<file path="src/rtl/iir_q15_pkg.sv">
// ----------------------------------------------------------------------------
// iir_q15_pkg
// Shared types and constants of the direct-form-I Q15 IIR filter.
// ----------------------------------------------------------------------------
`default_nettype none

package iir_q15_pkg;

  localparam int SampleW = 16;
  localparam int FfTaps  = 3;
  localparam int FbTaps  = 4;
  localparam int NumRegs = FfTaps + FbTaps;
  localparam int IdxW    = 3;
  // each product contributes bits [31:15], the sum of seven needs three more
  localparam int TermW   = 2 * SampleW - (SampleW - 1);
  localparam int AccW    = TermW + 3;

  typedef logic signed [SampleW-1:0] q15_t;
  typedef logic [IdxW-1:0] reg_idx_t;

  // coefficient register indexes
  localparam reg_idx_t RegFfCoef1 = 3'd0;
  localparam reg_idx_t RegFfCoef2 = 3'd1;
  localparam reg_idx_t RegFfCoef3 = 3'd2;
  localparam reg_idx_t RegFbCoef1 = 3'd3;
  localparam reg_idx_t RegFbCoef2 = 3'd4;
  localparam reg_idx_t RegFbCoef3 = 3'd5;
  localparam reg_idx_t RegFbCoef4 = 3'd6;

  localparam q15_t FfCoef1Reset = 16'sd322;
  localparam q15_t FfCoef2Reset = 16'sd0;
  localparam q15_t FfCoef3Reset = 16'sd0;
  localparam q15_t FbCoef1Reset = 16'sd30003;
  localparam q15_t FbCoef2Reset = -16'sd29448;
  localparam q15_t FbCoef3Reset = 16'sd0;
  localparam q15_t FbCoef4Reset = 16'sd0;

  typedef struct packed {
    q15_t [FfTaps-1:0] ff;
    q15_t [FbTaps-1:0] fb;
  } coef_set_t;

  // delay lines, element 0 is the newest
  typedef q15_t [FfTaps-1:0] x_hist_t;
  typedef q15_t [FbTaps-1:0] y_hist_t;

endpackage

`default_nettype wire

</file>
<file path="src/rtl/iir_q15_mac.sv">
// ----------------------------------------------------------------------------
// iir_q15_mac
// Seven parallel Q15 products, adder and saturation to sixteen bits.
// ----------------------------------------------------------------------------
`default_nettype none

module iir_q15_mac
  import iir_q15_pkg::*;
(
  input  wire x_hist_t   x_hist,
  input  wire y_hist_t   y_hist,
  input  wire coef_set_t coef,
  output q15_t           y
);

  localparam logic signed [AccW-1:0] AccMax = AccW'(32767);
  localparam logic signed [AccW-1:0] AccMin = -AccW'(32768);

  logic signed [2*SampleW-1:0] prod_ff [FfTaps];
  logic signed [2*SampleW-1:0] prod_fb [FbTaps];
  logic signed [AccW-1:0]      acc;

  always_comb begin
    for (int i = 0; i < FfTaps; i++) begin
      prod_ff[i] = $signed(x_hist[i]) * $signed(coef.ff[i]);
    end
    for (int i = 0; i < FbTaps; i++) begin
      prod_fb[i] = $signed(y_hist[i]) * $signed(coef.fb[i]);
    end
  end

  // dropping the low 15 bits is a floor shift; min*min stays +32768 here
  always_comb begin
    acc = '0;
    for (int i = 0; i < FfTaps; i++) begin
      acc = acc + AccW'($signed(prod_ff[i][2*SampleW-1:SampleW-1]));
    end
    for (int i = 0; i < FbTaps; i++) begin
      acc = acc + AccW'($signed(prod_fb[i][2*SampleW-1:SampleW-1]));
    end
  end

  always_comb begin
    if (acc > AccMax) begin
      y = 16'sh7fff;
    end else if (acc < AccMin) begin
      y = -16'sh8000;
    end else begin
      y = acc[SampleW-1:0];
    end
  end

endmodule

`default_nettype wire

</file>
<file path="config.mk">
export PLATFORM = sky130hd
export DESIGN_NAME = iir_q15_mac
export DESIGN_NICKNAME = d
export VERILOG_FILES = /design/src/rtl/iir_q15_pkg.sv /design/src/rtl/iir_q15_mac.sv
export SDC_FILE = /design/constraint.sdc
export NUM_CORES = 2
export LEC_CHECK = 0
export BUFFER_PORTS_ARGS = -buffer_cell sky130_fd_sc_hd__buf_2
export CAP_MARGIN = 20
export CORE_ASPECT_RATIO = 1.4
export CORE_MARGIN = 2
export CORE_UTILIZATION = 45
export DETAILED_ROUTE_END_ITERATION = 8
export PLACE_DENSITY = 0.65
export SLEW_MARGIN = 30
export SYNTH_ARGS = -nofsm -noshare
export SYNTH_HDL_FRONTEND = slang
export SYNTH_SLANG_ARGS = --single-unit
</file>
<file path="constraint.sdc">
create_clock -name vclk -period 18.7
set_clock_uncertainty 0.15 [all_clocks]
set_input_delay 0.935 -clock vclk [all_inputs]
set_output_delay 0.935 -clock vclk [all_outputs]
set_load 0.02 [all_outputs]
</file>
==> flow_results.org <==
** Status
- Status :: complete, no violations

** Clock tree
- # resized after CTS :: 0
- For this design, the CTS-stage hold fixing added 0 buffers.
- Post-CTS timing repair inserted 0 buffers for setup.

** Logic synthesis
- Ranked by total cell area, the synthesized netlist is headed by sky130_fd_sc_hd__fa_1 56%, sky130_fd_sc_hd__inv_1 12%, sky130_fd_sc_hd__ha_1 11%.
- After synthesis, the mean cell area works out to 9.25 µm².
- For this run, the number of Yosys warnings is 0.
- Post-Synthesis Cell Area :: 0.0679 mm²
- Library cells used by synthesis :: 61
- Library cell occupying the most area in the post-synthesis netlist :: sky130_fd_sc_hd__fa_1
- Number of standard cells after synthesis :: 7,343
- Area share of the largest cell type after synthesis :: 56.4%
- Seq/Total Area, Yosys :: 0%
- Post-synth net total :: 10,100

** Floorplanning
- The die is 332 µm wide.
- Die height :: 464 µm
- The core region is 0.150 mm².
- For this configuration, the core starts out at a cell density of 45.3%.
- The floorplan step defined a die boundary enclosing 0.154 mm².
- During I/O placement, the number of pins put on the boundary was 240.
- Number of standard-cell rows in the floorplan :: 168

** STA
- Tcrit/Tclk final :: 72.4%
- Highest clock frequency the design can meet :: 73.8 MHz
- At the pin with the least slew margin, the transition time is 885 ps.
- The worst pin sits at a relative slew slack of 40.9%.
- Setup violations remaining at the end of the flow were counted as 0.
- After routing, the total negative slack on setup checks comes to 0 ps.
- Setup repair after global routing left no endpoint under its margin.
- Number of pins with negative max-slew slack in the final report :: 0
- Worst setup margin :: 5160 ps
- The worst path needs 13,540 ps of the cycle, external delays included.
- Final-report hold violation count :: 0

** Cells and area
- The layout has 14,400 filler cells.
- The post-route netlist has 3.61% of its cells at a drive strength greater than 1.
- In the final layout, the multi-input gates occupy 0.0593 mm².
- The library cells used most frequently in the layout, excluding fill and tap cells, are 2,083 x sky130_fd_sc_hd__inv_1, 1,914 x sky130_fd_sc_hd__fa_1, 951 x sky130_fd_sc_hd__nand2_1, 760 x sky130_fd_sc_hd__and2_1, 574 x sky130_fd_sc_hd__ha_1.
- Clock buffers :: 0
- Combined flip-flop and latch cell area :: 0 µm²
- The library cell used most frequently in the layout, excluding fill and tap cells, is sky130_fd_sc_hd__inv_1.
- Sequential cells placed in the final layout were counted as 0.
- Synth-to-Final Area Change :: 4.17%
- Layout net count :: 10,100
- Final std cell area, no fill :: 0.0708 mm²

** Worst hold path
- Worst min-delay path category :: input pin to primary output
- Hold path start :: y_hist[15]

** Global route
- Global-route congestion overflow total :: 0
- The first global-routing pass estimated 279,000 µm of wire.
- Initial antenna violation count :: 13
- Entering global routing, the biggest net connects 17 pins.
- Vias in the first global route :: 54,800
- All-Layer GR Usage :: 22.6%

** Setup path
- Most used cell, CP :: sky130_fd_sc_hd__fa_1
- Kind of cell adding the most delay to the critical path :: adder cells
- On the worst path, the slowest cell contributes a delay of 650 ps.
- Slowest stage cell, crit path :: sky130_fd_sc_hd__fa_1
- For the worst setup path, the data required time is 17,620 ps.
- Tracing the worst setup path back leads to its startpoint at y_hist[26].
- Max FO, Critical Path :: 16
- Element type at the critical path start :: input pin
- Data on the critical path arrives at its endpoint at 12,460 ps.
- Classification of the worst setup path :: input pin to primary output
- Combined buffer and inverter count along the critical path :: 8
- The worst setup path is captured at a primary output.

** Route
- Post-DR vias/cell :: 5.10
- Summing over every cut layer, the via total after detailed routing is 47,500.
- Post-detailed-route DRC marker count :: 0
- In the final routed layout, each cell accounts on average for 17.8 µm.
- First DRT Iteration DRCs :: 2,112
- The first TritonRoute pass finished after 5 iterations.
- WL final :: 166,000 µm
- Count of nets left with antenna violations after detail routing :: 0

** Flow run
- The tool flagged a number of max-cap violations equal to 0.

** Placement
- The wire-length estimate of the detail-placed layout is 145,000 µm.
- In this run the cell area measured after placement is 0.0708 mm².
- Timing analysis after detailed placement gives a worst setup slack of 5190 ps.
- The count of buffers added on input and output ports is 240.
- Routability Congestion :: 0.901
## routing by layer
| metal | global-route usage (%) | wire (µm) |
|---|---|---|
| met5 | 0 | 66 |
| met4 | 8.86 | 7730 |
| met3 | 1.29 | 6120 |
| met2 | 43.8 | 92100 |
| met1 | 25.9 | 60400 |
## worst paths after layout
check                   end  slack (ps)  cells after the start
worst max-delay path   y[5]        5160                     41
worst min-delay path  y[15]        3890                     11
## layout make-up
cell class         instances  area share, %
well taps               1955           3.46
inverters               2086           11.1
diodes                     8         0.0283
repair buffers           243           1.73
multi-input cells       5033           83.7
## cells in the mapped netlist (all sizes together) (3+ instances only)
master,number
inv,2083
fa,1914
nand2,951
and2,760
ha,574
clkbuf,222
xnor2,154
nor2,140
a21oi,86
o21ai,84
nand2b,70
xor2,42
a21o,32
nor3,24
nand3,21
nand4,20
o21a,20
nor2b,18
a211oi,15
o21bai,13
a2111oi,10
a31oi,9
and3,7
or3,7
o211ai,6
o31ai,6
and4,4
a2111o,3
a21boi,3
a41o,3
a41oi,3
clkinv,3
nor4,3
or2,3
## through the flow
step | instances | hold WS (ps) | util [%]
after floorplan | 7343 | 2880 | -
after global placement | 9317 | 3890 | 47.2
after detailed placement | 9317 | 3890 | 47.2
after CTS | 9317 | 3900 | 47.2
after global routing | 9321 | 4040 | 47.2
final | 9325 | 3890 | 47.2
## cell families (layout without fill, tap and decap cells)
group                      Yosys count  after routing  share of synthesized area, %
other                                0              8                             0
xor gates and xnor gates           197            197                          2.56
adders and majority gates         2488           2488                          67.0
buffers and inverters             2310           2329                          12.8
and+or+nand+nor                   2034           2034                          14.7
AOI/OAI and AO/OA                  313            313                          3.01
muxes                                1              1                        0.0147
Power is left out: the tool's default activity adds up to more than one toggle a clock period on the data nets, which glitch-free logic cannot reach.
