===== config.mk =====
export PLATFORM = sky130hd
export DESIGN_NAME = iir_q15_regs
export DESIGN_NICKNAME = d
export VERILOG_FILES = /design/src/rtl/iir_q15_pkg.sv /design/src/rtl/iir_q15_regs.sv
export SDC_FILE = /design/constraint.sdc
export NUM_CORES = 1
export LEC_CHECK = 0
export BUFFER_PORTS_ARGS = -buffer_cell sky130_fd_sc_hd__buf_2
export CAP_MARGIN = 20
export CORE_ASPECT_RATIO = 0.9
export CORE_MARGIN = 5
export CORE_UTILIZATION = 40
export DETAILED_ROUTE_END_ITERATION = 10
export HOLD_SLACK_MARGIN = 0.12
export PLACE_DENSITY = 0.67
export SLEW_MARGIN = 20
export SYNTH_ARGS = -nofsm -noshare
export SYNTH_HDL_FRONTEND = slang
export SYNTH_SLANG_ARGS = --single-unit
export TNS_END_PERCENT = 5

===== constraint.sdc =====
create_clock -name clk -period 1.4 [get_ports clk]
set_clock_uncertainty 0.15 [all_clocks]
set_input_delay 0.07 -clock clk [delete_from_list [all_inputs] [get_ports clk]]
set_output_delay 0.07 -clock clk [all_outputs]
set_load 0.03 [all_outputs]

===== src/rtl/iir_q15_pkg.sv =====
// ----------------------------------------------------------------------------
// iir_q15_pkg
// Shared types and constants of the direct-form-I Q15 IIR filter.
// ----------------------------------------------------------------------------
`default_nettype none

package iir_q15_pkg;

  localparam int SampleW = 16;
  localparam int FfTaps  = 3;
  localparam int FbTaps  = 4;
  localparam int NumRegs = FfTaps + FbTaps;
  localparam int IdxW    = 3;
  // each product contributes bits [31:15], the sum of seven needs three more
  localparam int TermW   = 2 * SampleW - (SampleW - 1);
  localparam int AccW    = TermW + 3;

  typedef logic signed [SampleW-1:0] q15_t;
  typedef logic [IdxW-1:0] reg_idx_t;

  // coefficient register indexes
  localparam reg_idx_t RegFfCoef1 = 3'd0;
  localparam reg_idx_t RegFfCoef2 = 3'd1;
  localparam reg_idx_t RegFfCoef3 = 3'd2;
  localparam reg_idx_t RegFbCoef1 = 3'd3;
  localparam reg_idx_t RegFbCoef2 = 3'd4;
  localparam reg_idx_t RegFbCoef3 = 3'd5;
  localparam reg_idx_t RegFbCoef4 = 3'd6;

  localparam q15_t FfCoef1Reset = 16'sd322;
  localparam q15_t FfCoef2Reset = 16'sd0;
  localparam q15_t FfCoef3Reset = 16'sd0;
  localparam q15_t FbCoef1Reset = 16'sd30003;
  localparam q15_t FbCoef2Reset = -16'sd29448;
  localparam q15_t FbCoef3Reset = 16'sd0;
  localparam q15_t FbCoef4Reset = 16'sd0;

  typedef struct packed {
    q15_t [FfTaps-1:0] ff;
    q15_t [FbTaps-1:0] fb;
  } coef_set_t;

  // delay lines, element 0 is the newest
  typedef q15_t [FfTaps-1:0] x_hist_t;
  typedef q15_t [FbTaps-1:0] y_hist_t;

endpackage

`default_nettype wire


===== src/rtl/iir_q15_regs.sv =====
// ----------------------------------------------------------------------------
// iir_q15_regs
// Coefficient register file written through the configuration channel.
// ----------------------------------------------------------------------------
`default_nettype none

module iir_q15_regs
  import iir_q15_pkg::*;
(
  input  wire logic      clk,
  input  wire logic      rst,
  input  wire logic      cfg_valid,
  output logic           cfg_ready,
  input  wire reg_idx_t  cfg_index,
  input  wire q15_t      cfg_data,
  output coef_set_t      coef
);

  assign cfg_ready = 1'b1;

  always_ff @(posedge clk) begin
    if (rst) begin
      coef.ff[0] <= FfCoef1Reset;
      coef.ff[1] <= FfCoef2Reset;
      coef.ff[2] <= FfCoef3Reset;
      coef.fb[0] <= FbCoef1Reset;
      coef.fb[1] <= FbCoef2Reset;
      coef.fb[2] <= FbCoef3Reset;
      coef.fb[3] <= FbCoef4Reset;
    end else if (cfg_valid) begin
      // indexes past the last register are dropped
      unique case (cfg_index)
        RegFfCoef1: coef.ff[0] <= cfg_data;
        RegFfCoef2: coef.ff[1] <= cfg_data;
        RegFfCoef3: coef.ff[2] <= cfg_data;
        RegFbCoef1: coef.fb[0] <= cfg_data;
        RegFbCoef2: coef.fb[1] <= cfg_data;
        RegFbCoef3: coef.fb[2] <= cfg_data;
        RegFbCoef4: coef.fb[3] <= cfg_data;
        default: ;
      endcase
    end
  end

endmodule

`default_nettype wire


==> impl_metrics.py, run 1 <==
metrics = {
    "outcome": {
        "outcome": "finished, final reports clean",
    },
    "worst_setup_path": {
        "startpoint_type": "register",
        "r2r-start": "coef[1]",
        "worstPathRequired_ns": 1.48,
        "cp_data_arrival_time_ns": 1.42,
        "worstPathCellList": "nor2_1 > dlygate4sd3_1 > mux2i_1",
        "reg2reg_depth": 3,
        "crit_end": "coef[1]",
        "cp-end-kind": "register",
        "reg2reg_to": "coef[1]",
        "cp_slowest_cell": "dlygate4sd3_1",
        "cpPeakStageDelay_ns": 0.57,
        "crit_path_start": "coef[1]",
        "rrSetupSlack_ns": 0.06,
        "path_class": "register to register",
        "cp_max_fo": 2,
    },
    "global_route": {
        "grt_use_total_pct": 17.5,
        "grt_pass1_vias": 3418,
        "overflow": 0,
        "grt_pass1_wl_um": 18000,
        "grt_start_max_net_pins": 64,
        "antenna_found_initial": 0,
    },
    "finish": {
        "final_core_util_pct": 54.3,
        "n_antenna_cell": 0,
        "final_common_cell": "buf_2",
        "syn_to_final_growth_pct": 32.3,
        "fin_area_mm2": 0.00590,
        "nets": 590,
        "layout-drive-gt1-share_pct": 29.2,
        "final_cell_mix": "132 x buf_2, 112 x mux2i_1, 112 x dfxtp_1",
        "fin_cells": 724,
        "largest_reg_flops": 112,
    },
    "synth": {
        "synth_area_leaders": "dfxtp_1 50%, mux2i_1 25%, nand2b_1 15%",
        "synth_edf_count": 0,
        "synth.distinct_cells": 16,
        "yosys.area.top_type": "dfxtp_1",
        "synth_area_mm2": 0.00446,
        "synth_seq_cells": 112,
        "ys_warn_count": 0,
        "syn_area_per_cell_um2": 10.8,
        "synth_nets": 433,
        "synth-seq-area-share_pct": 50.3,
        "synthCells": 411,
        "synth-main-ff-cell": "dfxtp_1",
        "yosysTopAreaCellShare_pct": 50.3,
        "synth-async-reset-ratio_pct": 0,
    },
    "power": {
        "ir_drop_mv": 0.486,
        "p_leak_nw": 3.00,
        "fin_total_pwr_mw": 6.37,
        "power_density_mw_per_mm2": 1080,
        "switching_share_pct": 24.3,
        "seq_power_share_pct": 51.7,
        "clkPwrFrac_pct": 37.7,
        "p_comb_share_pct": 10.6,
        "p_int_mw": 4.82,
        "switchingPower_mw": 1.55,
    },
    "timing": {
        "setup_viol": 0,
        "rsz0062_at_grt": "no",
        "worst_slack_ns": 0.0613,
        "tns_ns": 0,
        "timing.fmax_mhz": 747,
        "finalHoldViolations": 0,
        "holdWs_ns": 0.101,
        "slew_viol_final": 0,
        "period_share_pct": 95.6,
        "fin_crit_ns": 1.34,
    },
    "detailed_routing": {
        "dr.pass1.iters": 4,
        "drc_errors": 0,
        "wl_per_cell_um": 16.0,
        "dr.first_iter.drc_count": 140,
        "routed_wl_um": 11600,
        "via_per_inst": 4.61,
        "routed-via-count": 3338,
        "postRouteAntennaNets": 0,
    },
    "clocking": {
        "cts_max_level": 3,
        "cts_tree": "yes",
        "clkLatencyLatePin_ns": 0.34,
        "root_buffer": "clkbuf_16",
        "clock_path_buffers": 2,
        "numCtsBuffers": 9,
        "cts_sinks": 112,
        "postCtsHoldBufs": 30,
        "cts_post_setup_buffers_inserted": 0,
        "path_clk_slew_ns": 0.07,
    },
    "floorplan": {
        "core-area_mm2": 0.0109,
        "die_x_um": 121,
        "die_area_mm2": 0.0134,
        "ioPinCount": 135,
        "fp.dieH_um": 110,
        "start_util_pct": 41.1,
        "rows": 36,
    },
    "placed_design": {
        "gp_congestion": 0.769,
        "placed_cells": 679,
        "place_hpwl_um": 8170,
        "pre_cts_ws_ns": 0.0647,
        "port_buffers": 133,
        "dpl_cell_area_mm2": 0.00531,
    },
    "hold_path": {
        "hp-class": "input port to register",
    },
    "job": {
        "maxCapViolations": 0,
    },
}
## layout make-up
cell class / count / area [µm²]
clock inverters: 3 / 17.5
multi-input cells: 265 / 2030
well taps: 152 / 190
repair buffers: 180 / 1160
clock buffers: 12 / 256
flip-flops and latches: 112 / 2240
fillers: 967 / 4960
## cells in the mapped netlist, types with 2 or more instances
| master | n |
|---|---|
| nand2b_1 | 108 |
| nand4b_1 | 3 |
| buf_2 | 12 |
| buf_6 | 2 |
| buf_4 | 2 |
| clkbuf_1 | 17 |
| nor2_1 | 34 |
| and4bb_2 | 2 |
| nand4bb_1 | 2 |
| mux2i_1 | 112 |
| dfxtp_1 | 112 |
## worst min-delay path by stage
stage	to	startpoint	cells past startpoint	slack (ns)
6_report	coef[67]	cfg_index[0]	3	0.10
5_1_grt	coef[67]	cfg_index[1]	3	0.12
4_1_cts	coef[67]	cfg_index[2]	3	0.09
3_5_place_dp	coef[65]	cfg_data[1]	3	0.21
3_3_place_gp	coef[14]	cfg_data[14]	3	0.20
2_1_floorplan	coef[0]	cfg_data[0]	2	0.09
## repair_timing
item / 4_1_cts / 5_1_grt
endpoints found under the setup margin: 0 / 10
hold endpoints to repair: 102 / 1
resized for setup: 0 / 4
## power by group through the flow
| stage | logic, mW | clock network [mW] | registers, mW |
|---|---|---|---|
| floorplan | 0.279 | 0 | 3.50 |
| global placement | 0.610 | 0 | 3.36 |
| detailed placement | 0.621 | 0 | 3.37 |
| CTS | 0.675 | 2.46 | 3.29 |
| global route | 0.725 | 2.58 | 3.30 |
| finish | 0.674 | 2.41 | 3.29 |
## routing by layer
layer	global-route usage [%]	wire length, µm	share of wire (%)	up-vias
li1	-	-	-	1659
met1	22.9	5470	47	1565
met2	27.5	5000	43	102
met3	5.71	931	8.0	12
met4	6.00	181	1.6	0
met5	0	0	0	-
## critical path, delay by kind of cell, from the launching register on
family | cells | cell delay [ns]
buffers and inverters | 1 | 0.57
DFF | 1 | 0.32
and+or+nand+nor | 1 | 0.12
muxes | 1 | 0.07
## cell families (layout without fill, tap and decap cells)
group	Yosys count	in the layout	share of synthesized area, %
DFF	112	112	50.3
buffers and inverters	34	195	4.07
other	1	1	0.0841
and+or+nand+nor	152	152	20.4
muxes	112	112	25.1
Note: power is estimated with default switching activity, not from simulation.
==> inputs of run 2 (changes only) <==
- clock period: 1.4 -> 1.2 ns (I/O delays scaled with it)
==> impl_metrics.py, run 2 (synthesis results as in run 1) <==
metrics = {
    "finish": {
        "multi_input_area_mm2": 0.00203,
        "seqCellArea_mm2": 0.00224,
        "nFillCells": 977,
        "final_core_util_pct": 54.0,
        "fin_cells": 718,
        "final_cell_mix": "132 x buf_2, 112 x mux2i_1, 112 x dfxtp_1",
        "fin_area_mm2": 0.00586,
        "final_common_cell": "buf_2",
        "layout-drive-gt1-share_pct": 30.7,
        "largest_reg_flops": 112,
        "n_antenna_cell": 0,
        "syn_to_final_growth_pct": 31.4,
        "nets": 583,
    },
    "power": {
        "switching_share_pct": 25.2,
        "power_density_mw_per_mm2": 1280,
        "fin_total_pwr_mw": 7.51,
        "seq_power_share_pct": 51.1,
        "p_int_mw": 5.62,
        "p_leak_nw": 2.96,
        "ir_drop_mv": 0.664,
        "clkPwrFrac_pct": 38.5,
        "switchingPower_mw": 1.89,
        "p_comb_share_pct": 10.4,
    },
    "global_route": {
        "grt_use_total_pct": 17.0,
        "grt_pass1_vias": 3443,
        "grt_pass1_wl_um": 17800,
        "antenna_found_initial": 0,
        "grt_start_max_net_pins": 51,
        "overflow": 0,
    },
    "floorplan": {
        "core-area_mm2": 0.0109,
        "die_area_mm2": 0.0134,
        "start_util_pct": 41.1,
        "ioPinCount": 135,
        "fp.dieH_um": 110,
        "rows": 36,
        "die_x_um": 121,
    },
    "clocking": {
        "cts_sinks": 112,
        "clkLatencyLatePin_ns": 0.34,
        "path_clk_slew_ns": 0.07,
        "cts_max_level": 3,
        "numCtsBuffers": 9,
        "cts_post_setup_buffers_inserted": 0,
        "root_buffer": "clkbuf_16",
        "clock_path_buffers": 2,
        "cts_tree": "yes",
        "postCtsHoldBufs": 19,
    },
    "worst_setup_path": {
        "cp_data_arrival_time_ns": 1.26,
        "worstPathRequired_ns": 1.32,
        "path_class": "input port to register",
        "cp-end-kind": "register",
        "cp_max_fo": 16,
        "startpoint_type": "input port",
    },
    "placed_design": {
        "pre_cts_ws_ns": -0.130,
        "dpl_cell_area_mm2": 0.00539,
        "gp_congestion": 0.799,
        "port_buffers": 133,
        "place_hpwl_um": 8240,
        "placed_cells": 684,
    },
    "detailed_routing": {
        "dr.pass1.iters": 4,
        "postRouteAntennaNets": 0,
        "via_per_inst": 4.60,
        "routed-via-count": 3302,
        "dr.first_iter.drc_count": 134,
        "wl_per_cell_um": 15.5,
        "drc_errors": 0,
        "routed_wl_um": 11100,
    },
    "timing": {
        "tns_ns": 0,
        "holdWs_ns": 0.101,
        "fin_crit_ns": 1.14,
        "rsz0062_at_grt": "no",
        "slew_viol_final": 0,
        "period_share_pct": 94.8,
        "timing.fmax_mhz": 879,
        "setup_viol": 0,
        "worst_slack_ns": 0.0624,
        "finalHoldViolations": 0,
    },
    "hold_path": {
        "hp-class": "input port to register",
    },
    "job": {
        "maxCapViolations": 0,
    },
    "outcome": {
        "outcome": "finished, final reports clean",
    },
}
[run 2: layer usage]
metal	vias to the layer above	wire (µm)	GRT usage, %	part of all wire, %
met5	-	0	0	0
met4	0	82	3.60	0.74
met3	8	790	6.28	7.1
met2	88	5110	27.6	46
met1	1556	5120	21.8	46
li1	1650	-	-	-
[run 2: worst paths after layout]
path | slack [ns] | start | endpoint | depth (start not counted)
min reg2reg | 0.33 | coef[110] | coef[110] | 2
max reg2reg | 0.41 | coef[28] | coef[28] | 2
max | 0.06 | rst | coef[8] | 5
min | 0.10 | cfg_index[0] | coef[68] | 3
[run 2: worst max-delay path, cell delays in order]
cell           delay [ns]
buf_4                0.18
buf_12               0.15
dlygate4sd3_1        0.65
nor2_1               0.06
mux2i_1              0.14
[run 2: layout make-up]
cell class	count	area share, %
clock buffers	10	4.08
clock inverters	6	0.876
multi-input cells	265	34.7
flip-flops and latches	112	38.3
well taps	152	3.25
repair buffers	173	18.8
[run 2: power groups by stage]
stage	logic [mW]	registers (mW)	clock network [mW]
after floorplan	0.329	4.09	0
after global placement	0.733	3.92	0
after detailed placement	0.744	3.93	0
after CTS	0.795	3.84	2.98
after global routing	0.845	3.85	3.12
final	0.783	3.84	2.89
[run 2: repair_timing]
item / CTS / global route
hold endpoints to repair: 100 / 3
resized for setup: 0 / 0
endpoints found under the setup margin: 0 / 5
